## src/hw/rtl/ppmm_pkg.sv

```systemverilog
`default_nettype none

package ppmm_pkg;

    localparam int CHANNELS_DEF     = 8;
    localparam int VALIDITY_MAX_DEF = 3;
    localparam int CENTER_VALUE_DEF = 3000;

    localparam int MAP_SLOTS   = 8;
    localparam int QUEUE_DEPTH = 4;
    localparam int QUEUE_PTR_W = $clog2(QUEUE_DEPTH);
    localparam int QUEUE_CNT_W = $clog2(QUEUE_DEPTH + 1);

    localparam logic [3:0] UNUSED_ENTRY = 4'hF;
    localparam logic [3:0] FRAME_SAT    = 4'hF;
    localparam logic [4:0] INDEX_SAT    = 5'd31;
    localparam logic [7:0] MASK_ALL     = 8'hFF;

    localparam int CFG_INDEX_W = 3;
    localparam logic [CFG_INDEX_W-1:0] REG_FRAME_GAP          = 3'd0;
    localparam logic [CFG_INDEX_W-1:0] REG_EXPECTED_PRIMARY   = 3'd1;
    localparam logic [CFG_INDEX_W-1:0] REG_EXPECTED_SECONDARY = 3'd2;
    localparam logic [CFG_INDEX_W-1:0] REG_CHANNEL_MAP        = 3'd3;
    localparam logic [CFG_INDEX_W-1:0] REG_CLAMP_MIN_LOW      = 3'd4;
    localparam logic [CFG_INDEX_W-1:0] REG_CLAMP_MIN_HIGH     = 3'd5;
    localparam logic [CFG_INDEX_W-1:0] REG_CLAMP_MAX_LOW      = 3'd6;
    localparam logic [CFG_INDEX_W-1:0] REG_CLAMP_MAX_HIGH     = 3'd7;

    typedef enum logic [1:0] {
        OP_PRIMARY   = 2'd0,
        OP_SECONDARY = 2'd1,
        OP_TICK      = 2'd2
    } t_op;

    typedef enum logic [1:0] {
        EV_NONE   = 2'd0,
        EV_ACCEPT = 2'd1,
        EV_REJECT = 2'd2
    } t_event;

    typedef struct packed {
        logic        written;
        logic [2:0]  channel;
        logic [15:0] raw;
        t_event      frame_event;
        logic        primary_ok;
        logic        secondary_ok;
        logic [7:0]  restore;
    } t_job;

    typedef struct packed {
        logic        written;
        logic [2:0]  channel;
        logic [15:0] raw;
        logic [15:0] clamped;
        t_event      frame_event;
        logic        primary_ok;
        logic        secondary_ok;
        logic        last;
    } t_result;

    typedef struct packed {
        logic [15:0] frame_gap;
        logic [3:0]  expected_primary;
        logic [3:0]  expected_secondary;
        logic [31:0] channel_map;
    } t_front_cfg;

    typedef struct packed {
        logic [63:0] min_low;
        logic [63:0] min_high;
        logic [63:0] max_low;
        logic [63:0] max_high;
    } t_clamp_cfg;

endpackage

`default_nettype wire

```

## src/hw/rtl/ppmm_front.sv

```systemverilog
`default_nettype none

module ppmm_front #(
    parameter int CHANNELS     = ppmm_pkg::CHANNELS_DEF,
    parameter int VALIDITY_MAX = ppmm_pkg::VALIDITY_MAX_DEF
) (
    input  wire                  i_clk,
    input  wire                  i_rst_n,
    input  ppmm_pkg::t_front_cfg i_cfg,
    input  wire                  i_valid,
    input  wire  [1:0]           i_operation,
    input  wire  [15:0]          i_high_time,
    input  wire  [15:0]          i_full_time,
    input  wire                  i_full,
    output logic                 o_push,
    output ppmm_pkg::t_job       o_job
);

    localparam logic [2:0] VMAX    = 3'(VALIDITY_MAX);
    localparam logic [4:0] CH_LIM  = 5'(CHANNELS);
    localparam logic [7:0] CH_MASK = 8'((1 << CHANNELS) - 1);

    logic [4:0] r_p_idx, n_p_idx, r_s_idx, n_s_idx;
    logic       r_p_al, n_p_al, r_s_al, n_s_al;
    logic [3:0] r_p_fr, n_p_fr, r_s_fr, n_s_fr;
    logic [2:0] r_p_val, n_p_val, r_s_val, n_s_val;
    logic       r_p_ok, n_p_ok, r_s_ok, n_s_ok;
    logic [7:0] r_ovr, n_ovr;

    logic       is_prim;
    logic [4:0] cur_idx, idx_n;
    logic       cur_al, al_n;
    logic [3:0] cur_fr, fr_n;
    logic [3:0] cur_exp;
    logic [3:0] map_tgt;
    logic [4:0] tgt;
    logic       copy;
    logic [7:0] restore;

    assign o_push = i_valid && !i_full;

    always_comb begin
        n_p_idx = r_p_idx;
        n_s_idx = r_s_idx;
        n_p_al  = r_p_al;
        n_s_al  = r_s_al;
        n_p_fr  = r_p_fr;
        n_s_fr  = r_s_fr;
        n_p_val = r_p_val;
        n_s_val = r_s_val;
        n_p_ok  = r_p_ok;
        n_s_ok  = r_s_ok;
        n_ovr   = r_ovr;

        is_prim = (i_operation == ppmm_pkg::OP_PRIMARY);
        cur_idx = is_prim ? r_p_idx : r_s_idx;
        cur_al  = is_prim ? r_p_al : r_s_al;
        cur_fr  = is_prim ? r_p_fr : r_s_fr;
        cur_exp = is_prim ? i_cfg.expected_primary : i_cfg.expected_secondary;
        idx_n   = cur_idx;
        al_n    = cur_al;
        fr_n    = cur_fr;
        map_tgt = (cur_idx < 5'(ppmm_pkg::MAP_SLOTS))
                ? i_cfg.channel_map[{cur_idx[2:0], 2'b00} +: 4] : ppmm_pkg::UNUSED_ENTRY;
        tgt     = is_prim ? cur_idx : {1'b0, map_tgt};
        copy    = 1'b0;
        restore = '0;

        o_job              = '0;
        o_job.frame_event  = ppmm_pkg::EV_NONE;
        o_job.primary_ok   = r_p_ok;
        o_job.secondary_ok = r_s_ok;

        unique case (i_operation) inside
            ppmm_pkg::OP_PRIMARY, ppmm_pkg::OP_SECONDARY: begin
                if (i_full_time > i_cfg.frame_gap) begin
                    if (cur_idx != {1'b0, cur_exp}) begin
                        al_n              = 1'b0;
                        o_job.frame_event = ppmm_pkg::EV_REJECT;
                    end else begin
                        al_n              = 1'b1;
                        fr_n              = (cur_fr < ppmm_pkg::FRAME_SAT) ? cur_fr + 4'd1 : cur_fr;
                        o_job.frame_event = ppmm_pkg::EV_ACCEPT;
                    end
                    idx_n = '0;
                end else begin
                    if (cur_al) begin
                        if (is_prim) begin
                            copy = (cur_idx >= 5'd8) || !r_ovr[cur_idx[2:0]];
                        end else begin
                            copy = r_s_ok && (map_tgt != ppmm_pkg::UNUSED_ENTRY);
                            if (copy && !map_tgt[3]) begin
                                n_ovr[map_tgt[2:0]] = 1'b1;
                            end
                        end
                        if (copy && tgt < CH_LIM) begin
                            o_job.written = 1'b1;
                            o_job.channel = tgt[2:0];
                            o_job.raw     = i_high_time;
                        end
                    end
                    idx_n = (cur_idx < ppmm_pkg::INDEX_SAT) ? cur_idx + 5'd1 : cur_idx;
                end
                if (is_prim) begin
                    n_p_idx = idx_n;
                    n_p_al  = al_n;
                    n_p_fr  = fr_n;
                end else begin
                    n_s_idx = idx_n;
                    n_s_al  = al_n;
                    n_s_fr  = fr_n;
                end
            end
            ppmm_pkg::OP_TICK: begin
                if (r_p_fr != '0) begin
                    if (r_p_val < VMAX) begin
                        n_p_val = r_p_val + 3'd1;
                        if (n_p_val == VMAX) n_p_ok = 1'b1;
                    end else begin
                        n_p_ok = 1'b1;
                    end
                end else begin
                    n_p_al = 1'b0;
                    if (r_p_val != '0) begin
                        n_p_val = r_p_val - 3'd1;
                        if (n_p_val == '0) n_p_ok = 1'b0;
                    end
                end
                if (r_s_fr != '0) begin
                    if (r_s_val < VMAX) begin
                        n_s_val = r_s_val + 3'd1;
                        if (n_s_val == VMAX) n_s_ok = 1'b1;
                    end else begin
                        n_s_ok = 1'b1;
                    end
                end else begin
                    n_s_al = 1'b0;
                    if (r_s_val != '0) begin
                        n_s_val = r_s_val - 3'd1;
                        if (n_s_val == '0) begin
                            restore = r_ovr & ppmm_pkg::MASK_ALL;
                            n_ovr   = '0;
                            n_s_ok  = 1'b0;
                        end
                    end
                end
                n_p_fr             = '0;
                n_s_fr             = '0;
                o_job.restore      = restore & CH_MASK;
                o_job.primary_ok   = n_p_ok;
                o_job.secondary_ok = n_s_ok;
            end
            default: begin
            end
        endcase
    end

    always_ff @(posedge i_clk) begin
        if (!i_rst_n) begin
            r_p_idx <= '0;
            r_s_idx <= '0;
            r_p_al  <= 1'b0;
            r_s_al  <= 1'b0;
            r_p_fr  <= '0;
            r_s_fr  <= '0;
            r_p_val <= '0;
            r_s_val <= '0;
            r_p_ok  <= 1'b0;
            r_s_ok  <= 1'b0;
            r_ovr   <= '0;
        end else if (o_push) begin
            r_p_idx <= n_p_idx;
            r_s_idx <= n_s_idx;
            r_p_al  <= n_p_al;
            r_s_al  <= n_s_al;
            r_p_fr  <= n_p_fr;
            r_s_fr  <= n_s_fr;
            r_p_val <= n_p_val;
            r_s_val <= n_s_val;
            r_p_ok  <= n_p_ok;
            r_s_ok  <= n_s_ok;
            r_ovr   <= n_ovr;
        end
    end

endmodule

`default_nettype wire

```

## src/hw/rtl/ppmm_queue.sv

```systemverilog
`default_nettype none

module ppmm_queue (
    input  wire             i_clk,
    input  wire             i_rst_n,
    input  wire             i_push,
    input  ppmm_pkg::t_job  i_job,
    output logic            o_full,
    output logic            o_head_valid,
    output ppmm_pkg::t_job  o_head,
    input  wire             i_pop
);

    localparam int PW = ppmm_pkg::QUEUE_PTR_W;
    localparam int CW = ppmm_pkg::QUEUE_CNT_W;
    localparam logic [PW-1:0] PTR_LAST = PW'(ppmm_pkg::QUEUE_DEPTH - 1);
    localparam logic [CW-1:0] CNT_FULL = CW'(ppmm_pkg::QUEUE_DEPTH);

    ppmm_pkg::t_job r_mem [ppmm_pkg::QUEUE_DEPTH];
    logic [PW-1:0]  r_wr_ptr, r_rd_ptr;
    logic [CW-1:0]  r_count;
    logic           do_push, do_pop;

    assign o_full       = (r_count == CNT_FULL);
    assign o_head_valid = (r_count != '0);
    assign o_head       = r_mem[r_rd_ptr];
    assign do_push      = i_push && !o_full;
    assign do_pop       = i_pop && o_head_valid;

    always_ff @(posedge i_clk) begin
        if (!i_rst_n) begin
            r_wr_ptr <= '0;
            r_rd_ptr <= '0;
            r_count  <= '0;
        end else begin
            if (do_push) r_wr_ptr <= (r_wr_ptr == PTR_LAST) ? '0 : r_wr_ptr + PW'(1);
            if (do_pop)  r_rd_ptr <= (r_rd_ptr == PTR_LAST) ? '0 : r_rd_ptr + PW'(1);
            case ({do_push, do_pop})
                2'b10:   r_count <= r_count + CW'(1);
                2'b01:   r_count <= r_count - CW'(1);
                default: r_count <= r_count;
            endcase
        end
    end

    always_ff @(posedge i_clk) begin
        if (do_push) r_mem[r_wr_ptr] <= i_job;
    end

endmodule

`default_nettype wire

```

## src/hw/rtl/ppmm_back.sv

```systemverilog
`default_nettype none

module ppmm_back #(
    parameter int CENTER_VALUE = ppmm_pkg::CENTER_VALUE_DEF
) (
    input  wire                  i_clk,
    input  wire                  i_rst_n,
    input  ppmm_pkg::t_clamp_cfg i_clamp,
    input  wire                  i_head_valid,
    input  ppmm_pkg::t_job       i_head,
    output logic                 o_pop,
    input  wire                  i_out_stall,
    output logic                 o_out_valid,
    output ppmm_pkg::t_result    o_result
);

    localparam logic [15:0] CENTER = 16'(CENTER_VALUE);

    logic                r_out_valid;
    ppmm_pkg::t_result   r_out, res;
    logic [7:0]          r_done;
    logic [7:0]          remaining, rest, bit_mask;
    logic [2:0]          low_bit;
    logic                take;
    logic [63:0]         min_word, max_word;
    logic [15:0]         lo, hi;

    always_comb begin
        remaining = i_head.restore & ~r_done;
        low_bit   = '0;
        for (int i = 7; i >= 0; i--) begin
            if (remaining[i]) low_bit = 3'(i);
        end
        bit_mask = 8'b1 << low_bit;
        rest     = remaining & ~bit_mask;
        take     = i_head_valid && (!r_out_valid || !i_out_stall);

        res              = '0;
        res.frame_event  = i_head.frame_event;
        res.primary_ok   = i_head.primary_ok;
        res.secondary_ok = i_head.secondary_ok;
        if (remaining == '0) begin
            res.written = i_head.written;
            res.channel = i_head.channel;
            res.raw     = i_head.raw;
            res.last    = 1'b1;
        end else begin
            res.written     = 1'b1;
            res.channel     = low_bit;
            res.raw         = CENTER;
            res.frame_event = ppmm_pkg::EV_NONE;
            res.last        = (rest == '0);
        end

        min_word = res.channel[2] ? i_clamp.min_high : i_clamp.min_low;
        max_word = res.channel[2] ? i_clamp.max_high : i_clamp.max_low;
        lo       = min_word[{res.channel[1:0], 4'b0000} +: 16];
        hi       = max_word[{res.channel[1:0], 4'b0000} +: 16];
        if (!res.written)      res.clamped = '0;
        else if (res.raw > hi) res.clamped = hi;
        else if (res.raw < lo) res.clamped = lo;
        else                   res.clamped = res.raw;

        o_pop = take && res.last;
    end

    always_ff @(posedge i_clk) begin
        if (!i_rst_n) begin
            r_out_valid <= 1'b0;
            r_done      <= '0;
        end else begin
            if (take) begin
                r_out_valid <= 1'b1;
                if (res.last)             r_done <= '0;
                else                      r_done <= r_done | bit_mask;
            end else if (!i_out_stall) begin
                r_out_valid <= 1'b0;
            end
        end
    end

    always_ff @(posedge i_clk) begin
        if (take) r_out <= res;
    end

    assign o_out_valid = r_out_valid;
    assign o_result    = r_out;

endmodule

`default_nettype wire

```

## src/hw/rtl/ppm_dual_input_channel_mixer.sv

```systemverilog
// two-stream ppm channel mixer
// input channel: i_in_valid / o_in_stall carry one word (operation, high_time,
//   full_time); a word is taken at a clock edge with valid high and stall low
// output channel: o_out_valid / i_out_stall carry result words; o_last marks
//   the final result of an input word
// config: i_cfg_we writes i_cfg_data to i_cfg_index; user must write only while idle, unchecked
// a taken word is queued; its result is then held in the back end output register
// throughput: one input word per cycle while the queue is not full; a pulse gives one result,
//   a tick gives one result per channel returned to center (up to eight, one empty if none),
//   one per cycle unless the receiver stalls, set by the single output register of the back end
// a four-word queue sits between the decode front end and the result back
//   end; o_in_stall rises only when that queue is full
// receiver stall: the output word holds; the queue fills, then input stalls
// reset (synchronous, active low): all decode state clears, registers take
//   their reset values, the queue empties and no result is shown
`default_nettype none

module ppm_dual_input_channel_mixer #(
    parameter int CHANNELS     = ppmm_pkg::CHANNELS_DEF,
    parameter int VALIDITY_MAX = ppmm_pkg::VALIDITY_MAX_DEF,
    parameter int CENTER_VALUE = ppmm_pkg::CENTER_VALUE_DEF
) (
    input  wire                                i_clk,
    input  wire                                i_rst_n,
    input  wire                                i_cfg_we,
    input  wire  [ppmm_pkg::CFG_INDEX_W-1:0]   i_cfg_index,
    input  wire  [63:0]                        i_cfg_data,
    input  wire                                i_in_valid,
    output logic                               o_in_stall,
    input  wire  [1:0]                         i_operation,
    input  wire  [15:0]                        i_high_time,
    input  wire  [15:0]                        i_full_time,
    output logic                               o_out_valid,
    input  wire                                i_out_stall,
    output logic                               o_written,
    output logic [2:0]                         o_channel,
    output logic [15:0]                        o_raw_value,
    output logic [15:0]                        o_clamped_value,
    output logic [1:0]                         o_frame_event,
    output logic                               o_primary_valid,
    output logic                               o_secondary_valid,
    output logic                               o_last
);

    ppmm_pkg::t_front_cfg r_fcfg;
    ppmm_pkg::t_clamp_cfg r_ccfg;

    logic              push, full, head_valid, pop;
    ppmm_pkg::t_job    job, head;
    ppmm_pkg::t_result result;

    always_ff @(posedge i_clk) begin
        if (!i_rst_n) begin
            r_fcfg.frame_gap          <= 16'd6000;
            r_fcfg.expected_primary   <= 4'd8;
            r_fcfg.expected_secondary <= 4'd8;
            r_fcfg.channel_map        <= '1;
            r_ccfg.min_low            <= '0;
            r_ccfg.min_high           <= '0;
            r_ccfg.max_low            <= '1;
            r_ccfg.max_high           <= '1;
        end else if (i_cfg_we) begin
            unique case (i_cfg_index)
                ppmm_pkg::REG_FRAME_GAP:          r_fcfg.frame_gap <= i_cfg_data[15:0];
                ppmm_pkg::REG_EXPECTED_PRIMARY:   r_fcfg.expected_primary <= i_cfg_data[3:0];
                ppmm_pkg::REG_EXPECTED_SECONDARY: r_fcfg.expected_secondary <= i_cfg_data[3:0];
                ppmm_pkg::REG_CHANNEL_MAP:        r_fcfg.channel_map <= i_cfg_data[31:0];
                ppmm_pkg::REG_CLAMP_MIN_LOW:      r_ccfg.min_low <= i_cfg_data;
                ppmm_pkg::REG_CLAMP_MIN_HIGH:     r_ccfg.min_high <= i_cfg_data;
                ppmm_pkg::REG_CLAMP_MAX_LOW:      r_ccfg.max_low <= i_cfg_data;
                ppmm_pkg::REG_CLAMP_MAX_HIGH:     r_ccfg.max_high <= i_cfg_data;
                default: begin
                end
            endcase
        end
    end

    ppmm_front #(
        .CHANNELS     (CHANNELS),
        .VALIDITY_MAX (VALIDITY_MAX)
    ) u_front (
        .i_clk       (i_clk),
        .i_rst_n     (i_rst_n),
        .i_cfg       (r_fcfg),
        .i_valid     (i_in_valid),
        .i_operation (i_operation),
        .i_high_time (i_high_time),
        .i_full_time (i_full_time),
        .i_full      (full),
        .o_push      (push),
        .o_job       (job)
    );

    ppmm_queue u_queue (
        .i_clk        (i_clk),
        .i_rst_n      (i_rst_n),
        .i_push       (push),
        .i_job        (job),
        .o_full       (full),
        .o_head_valid (head_valid),
        .o_head       (head),
        .i_pop        (pop)
    );

    ppmm_back #(
        .CENTER_VALUE (CENTER_VALUE)
    ) u_back (
        .i_clk        (i_clk),
        .i_rst_n      (i_rst_n),
        .i_clamp      (r_ccfg),
        .i_head_valid (head_valid),
        .i_head       (head),
        .o_pop        (pop),
        .i_out_stall  (i_out_stall),
        .o_out_valid  (o_out_valid),
        .o_result     (result)
    );

    assign o_in_stall        = full;
    assign o_written         = result.written;
    assign o_channel         = result.channel;
    assign o_raw_value       = result.raw;
    assign o_clamped_value   = result.clamped;
    assign o_frame_event     = result.frame_event;
    assign o_primary_valid   = result.primary_ok;
    assign o_secondary_valid = result.secondary_ok;
    assign o_last            = result.last;

endmodule

`default_nettype wire

```

## config.mk

```make
export PLATFORM = sky130hd
export DESIGN_NAME = ppm_dual_input_channel_mixer
export DESIGN_NICKNAME = d
export VERILOG_FILES = /design/src/hw/rtl/ppmm_pkg.sv /design/src/hw/rtl/ppmm_front.sv /design/src/hw/rtl/ppmm_queue.sv /design/src/hw/rtl/ppmm_back.sv /design/src/hw/rtl/ppm_dual_input_channel_mixer.sv
export SDC_FILE = /design/constraint.sdc
export NUM_CORES = 1
export LEC_CHECK = 0
export BUFFER_PORTS_ARGS = -buffer_cell sky130_fd_sc_hd__buf_4
export CORE_MARGIN = 2
export CORE_UTILIZATION = 45
export CTS_BUF_LIST = sky130_fd_sc_hd__clkbuf_8
export CTS_CLUSTER_DIAMETER = 30
export DETAILED_ROUTE_END_ITERATION = 10
export GPL_TIMING_DRIVEN = 0
export HOLD_SLACK_MARGIN = 0.1
export PLACE_DENSITY = 0.58
export RECOVER_POWER = 25
export SYNTH_ARGS = -nofsm -noshare
export SYNTH_HDL_FRONTEND = slang
export SYNTH_SLANG_ARGS = --single-unit
```

## constraint.sdc

```tcl
create_clock -name i_clk -period 6.8 [get_ports i_clk]
set_input_delay 0 -clock i_clk [delete_from_list [all_inputs] [get_ports i_clk]]
set_output_delay 0 -clock i_clk [all_outputs]
set_load 0.05 [all_outputs]
```

==> results.ini <==
[run_status]
status=finished with violations
violations=capacitance limit, slew limit

[routing]
wirelength_mm=77.94
wl_per_cell_um=20.99
top_layer=met4
drt-pass1-iter-count=6
via_per_inst=5.447
route.detailed.drc=0
dr_wl_met2_mm=36.90
drt-met1-wl_mm=33.45
dr.first_iter.drc_count=1729
drtAntennaViolNets=0
vias=20220
met3_length_mm=4.859

[setup_path]
worst_ep_required_time_ps=7240
crit_chain=clkbuf_2 > buf_2 > mux4_2 > a22oi_1 > o31ai_2 > a21oi_2 > buf_2 > nor2_1 > clkbuf_1 > a22oi_1 > nand2_1 > ha_1 > a21o_1 > a21o_1 > a21o_1 > a21o_1 > a21oi_1 > o21ai_0 > nor3_1 > a21oi_4 > mux2_1 > a22o_1
r2r_slack_ps=430
crit_fanout=10
endpoint_kind=register
arrival_ps=6810
critPathKind=register to register
cpMostUsedCell=a21o_1
timing.rr.end=u_back.o_result[5]
start_kind=register
reg2reg_depth=22
crit_slowest_cell=a22oi_1
max_stage_delay_ps=500

[synthesis]
syn_area_sq_um=24510
synth-edff-count=169
synth_flop_cell=dfxtp_1
async_flop_share_pct=0
synth_cell_types=76
synthCells=2489
synthesis.nets=2666
yosysWarnings=0
avgSynthCellArea_sq_um=9.847
ys_seq_area_share_pct=50.60
ys_seq_elements=535

[global_route]
grt_pass1_wl_mm=118.3
grt_max_degree=32
antenna_found_initial=2
gr-total-overflow=0
grt_pass1_vias=20010
track_usage_pct=27.63

[place]
dp_slack_ps=454.0
placed_cells=3332
dp_hpwl_mm=54.44
port_buffers=141
globalplace.congestion=0.9010

[floorplan]
initial_core_util_pct=45.55
ios=149
die_w_um=237.4
core-area_sq_um=53810
rows=85
die_y_um=237.4
die_area_sq_um=56350

[sta]
setup_tns_ps=0
fmax_ghz=0.1571
fin_crit_ps=6367
finalWorstSetupSlack_ps=433.1
period_share_pct=93.63
rsz0062_at_grt=false
hold_slack_ps=149.6
setup_viol_count_final=0
fin_worst_skew_ps=60.92
hold_viol=0
slew_violations=47
worst_slew_pin_slew_ps=1635
timing.slew.headroom_pct=-8.977

[clock_tree]
cts_sinks=535
clockBufferDepth=3
clockRootBuffer=clkbuf_8
cts_tree=done
path_clk_slew_ps=60
htree_levels=3
post_cts_buffers=0
worstSkewPairLatency_ps=740
cts_made_buffers=114

[worst_hold_path]
min_path_cells=4
min_from=i_cfg_data[5]
hold_end=r_fcfg[5]
hp-class=input port to register

[run]
max-cap-violations=2

[power_and_ir_drop]
p_leak_uw=0.01229
powerDensity_nw_per_um2=297.3
vdd_drop_max_uv=168.5

[final_layout]
syn2layout_area_growth_pct=25.11
layoutNonFillerInstCount=3713
nets=3096
drive_above_1_share_pct=14.29
diodes=0

## stage by stage
step                area (sq um)  util, %  total power (uW)
CTS                        30890    57.39              9228
finish                     30660    56.98              9116
global route               30660    56.98              9465
global placement           26440    49.13              5190
floorplan                  24510        -              4669
detailed placement         26570    49.38              5226
## timing repair
item,4_1_cts,5_1_grt
gates resized for setup,0,1
hold endpoints to repair,453,0
endpoints found under the setup margin,0,1
hold buffers,167,0
## per-layer routing
layer / up-vias / global-route usage [%]
li1: 9553 / -
met1: 9810 / 36.26
met2: 699 / 45.61
met3: 162 / 4.401
met4: 0 / 11.49
met5: - / 0
## layout by cell type, fill, tap and decap left out, types with 13 or more instances in the layout
cell / count
a21boi_0: 146
a22oi_1: 34
dfxtp_1: 366
clkbuf_8: 131
ha_1: 70
clkbuf_1: 174
dlygate4sd3_1: 167
o21ai_0: 30
clkinv_2: 21
mux2i_1: 126
nor2b_1: 24
bufinv_16: 15
a21oi_1: 36
a22o_1: 16
nand2_1: 682
mux2_2: 32
o21a_1: 15
buf_2: 14
nor2_1: 56
nand4_1: 13
nand3_1: 178
nor3_1: 20
and2_1: 43
edfxtp_1: 169
inv_1: 90
buf_4: 96
mux4_2: 59
## kinds of logic after synthesis
group	count (synthesis)	share of synthesized area (%)
fa+ha+maj	72	3.696
xor+xnor	13	0.4645
compound gates	341	10.06
buf+inv	234	4.033
simple gates	1076	19.06
flops	535	50.60
mux	218	12.08
## synthesized netlist by cell type, types with 24 or more instances
cell type,n,area (sq um)
ha_1,70,875.8
nand2_1,682,2560
nand3_1,178,890.9
dfxtp_1,366,7327
mux2i_1,126,1261
mux2_2,32,360.4
a22oi_1,34,255.2
nor2b_1,24,150.1
clkbuf_1,121,454.2
o21ai_0,30,150.1
nor2_1,56,210.2
mux4_2,59,1329
edfxtp_1,169,5075
inv_1,75,281.5
a21boi_0,146,1096
a21oi_1,36,180.2
and2_1,47,294.0
## cell type report
type                    count  area, sq um
fillers                  4775        23150
repair buffers            314         2626
flip-flops and latches    535        12400
well taps                 696        870.8
clock buffers             131         1803
plain buffers             156        695.7
multi-input cells        1720        11130
inverters                  78        292.8
clock inverters            83        839.6
## state kept, by name, indices dropped and copies added (netlist names), named ones only
| name | cells |
|---|---|
| r_ccfg | 256 |
| u_queue.r_mem | 128 |
| r_fcfg | 56 |
| u_back.o_result | 41 |
| u_back.r_done | 8 |
| u_front.r_ovr | 8 |
| u_front.r_p_idx | 5 |
| u_front.r_s_idx | 5 |
| u_front.r_p_fr | 4 |
| u_front.r_s_fr | 4 |
| u_front.r_p_val | 3 |
| u_front.r_s_val | 3 |
| u_queue.r_count | 3 |
| u_queue.r_rd_ptr | 2 |
| u_queue.r_wr_ptr | 2 |
| u_back.o_out_valid | 1 |
| u_front.r_p_al | 1 |
| u_front.r_p_ok | 1 |
| u_front.r_s_al | 1 |
| u_front.r_s_ok | 1 |
## power by group
group | internal, uW | switching [uW] | leakage [uW] | total [uW]
Combinational | 597 | 1050 | 0.00627 | 1650
Clock | 2360 | 1560 | 0.00138 | 3920
Sequential | 3480 | 64.1 | 0.00464 | 3540
Total | 6440 | 2680 | 0.0123 | 9120
## how the worst max path moves through the flow
stage | start | cells after the start | end | slack, ps
after floorplan | register | 23 | u_back.o_result[11] | 1560
after global placement | register | 22 | u_back.o_result[5] | 530
after detailed placement | register | 22 | u_back.o_result[5] | 450
after CTS | register | 22 | u_back.o_result[5] | 350
after global routing | register | 22 | u_back.o_result[5] | 100
final | register | 22 | u_back.o_result[5] | 430
## worst max-delay path: cells and delay by family, from the launching register on
family | cells | cell delay, ps
flip-flops | 1 | 300
buffers and inverters | 4 | 1180
AND/OR/NAND/NOR | 3 | 750
multiplexers | 2 | 750
AO/OA/AOI/OAI | 12 | 2760
adder cells (fa/ha/maj) | 1 | 340
(Power assumes the default switching activity.)
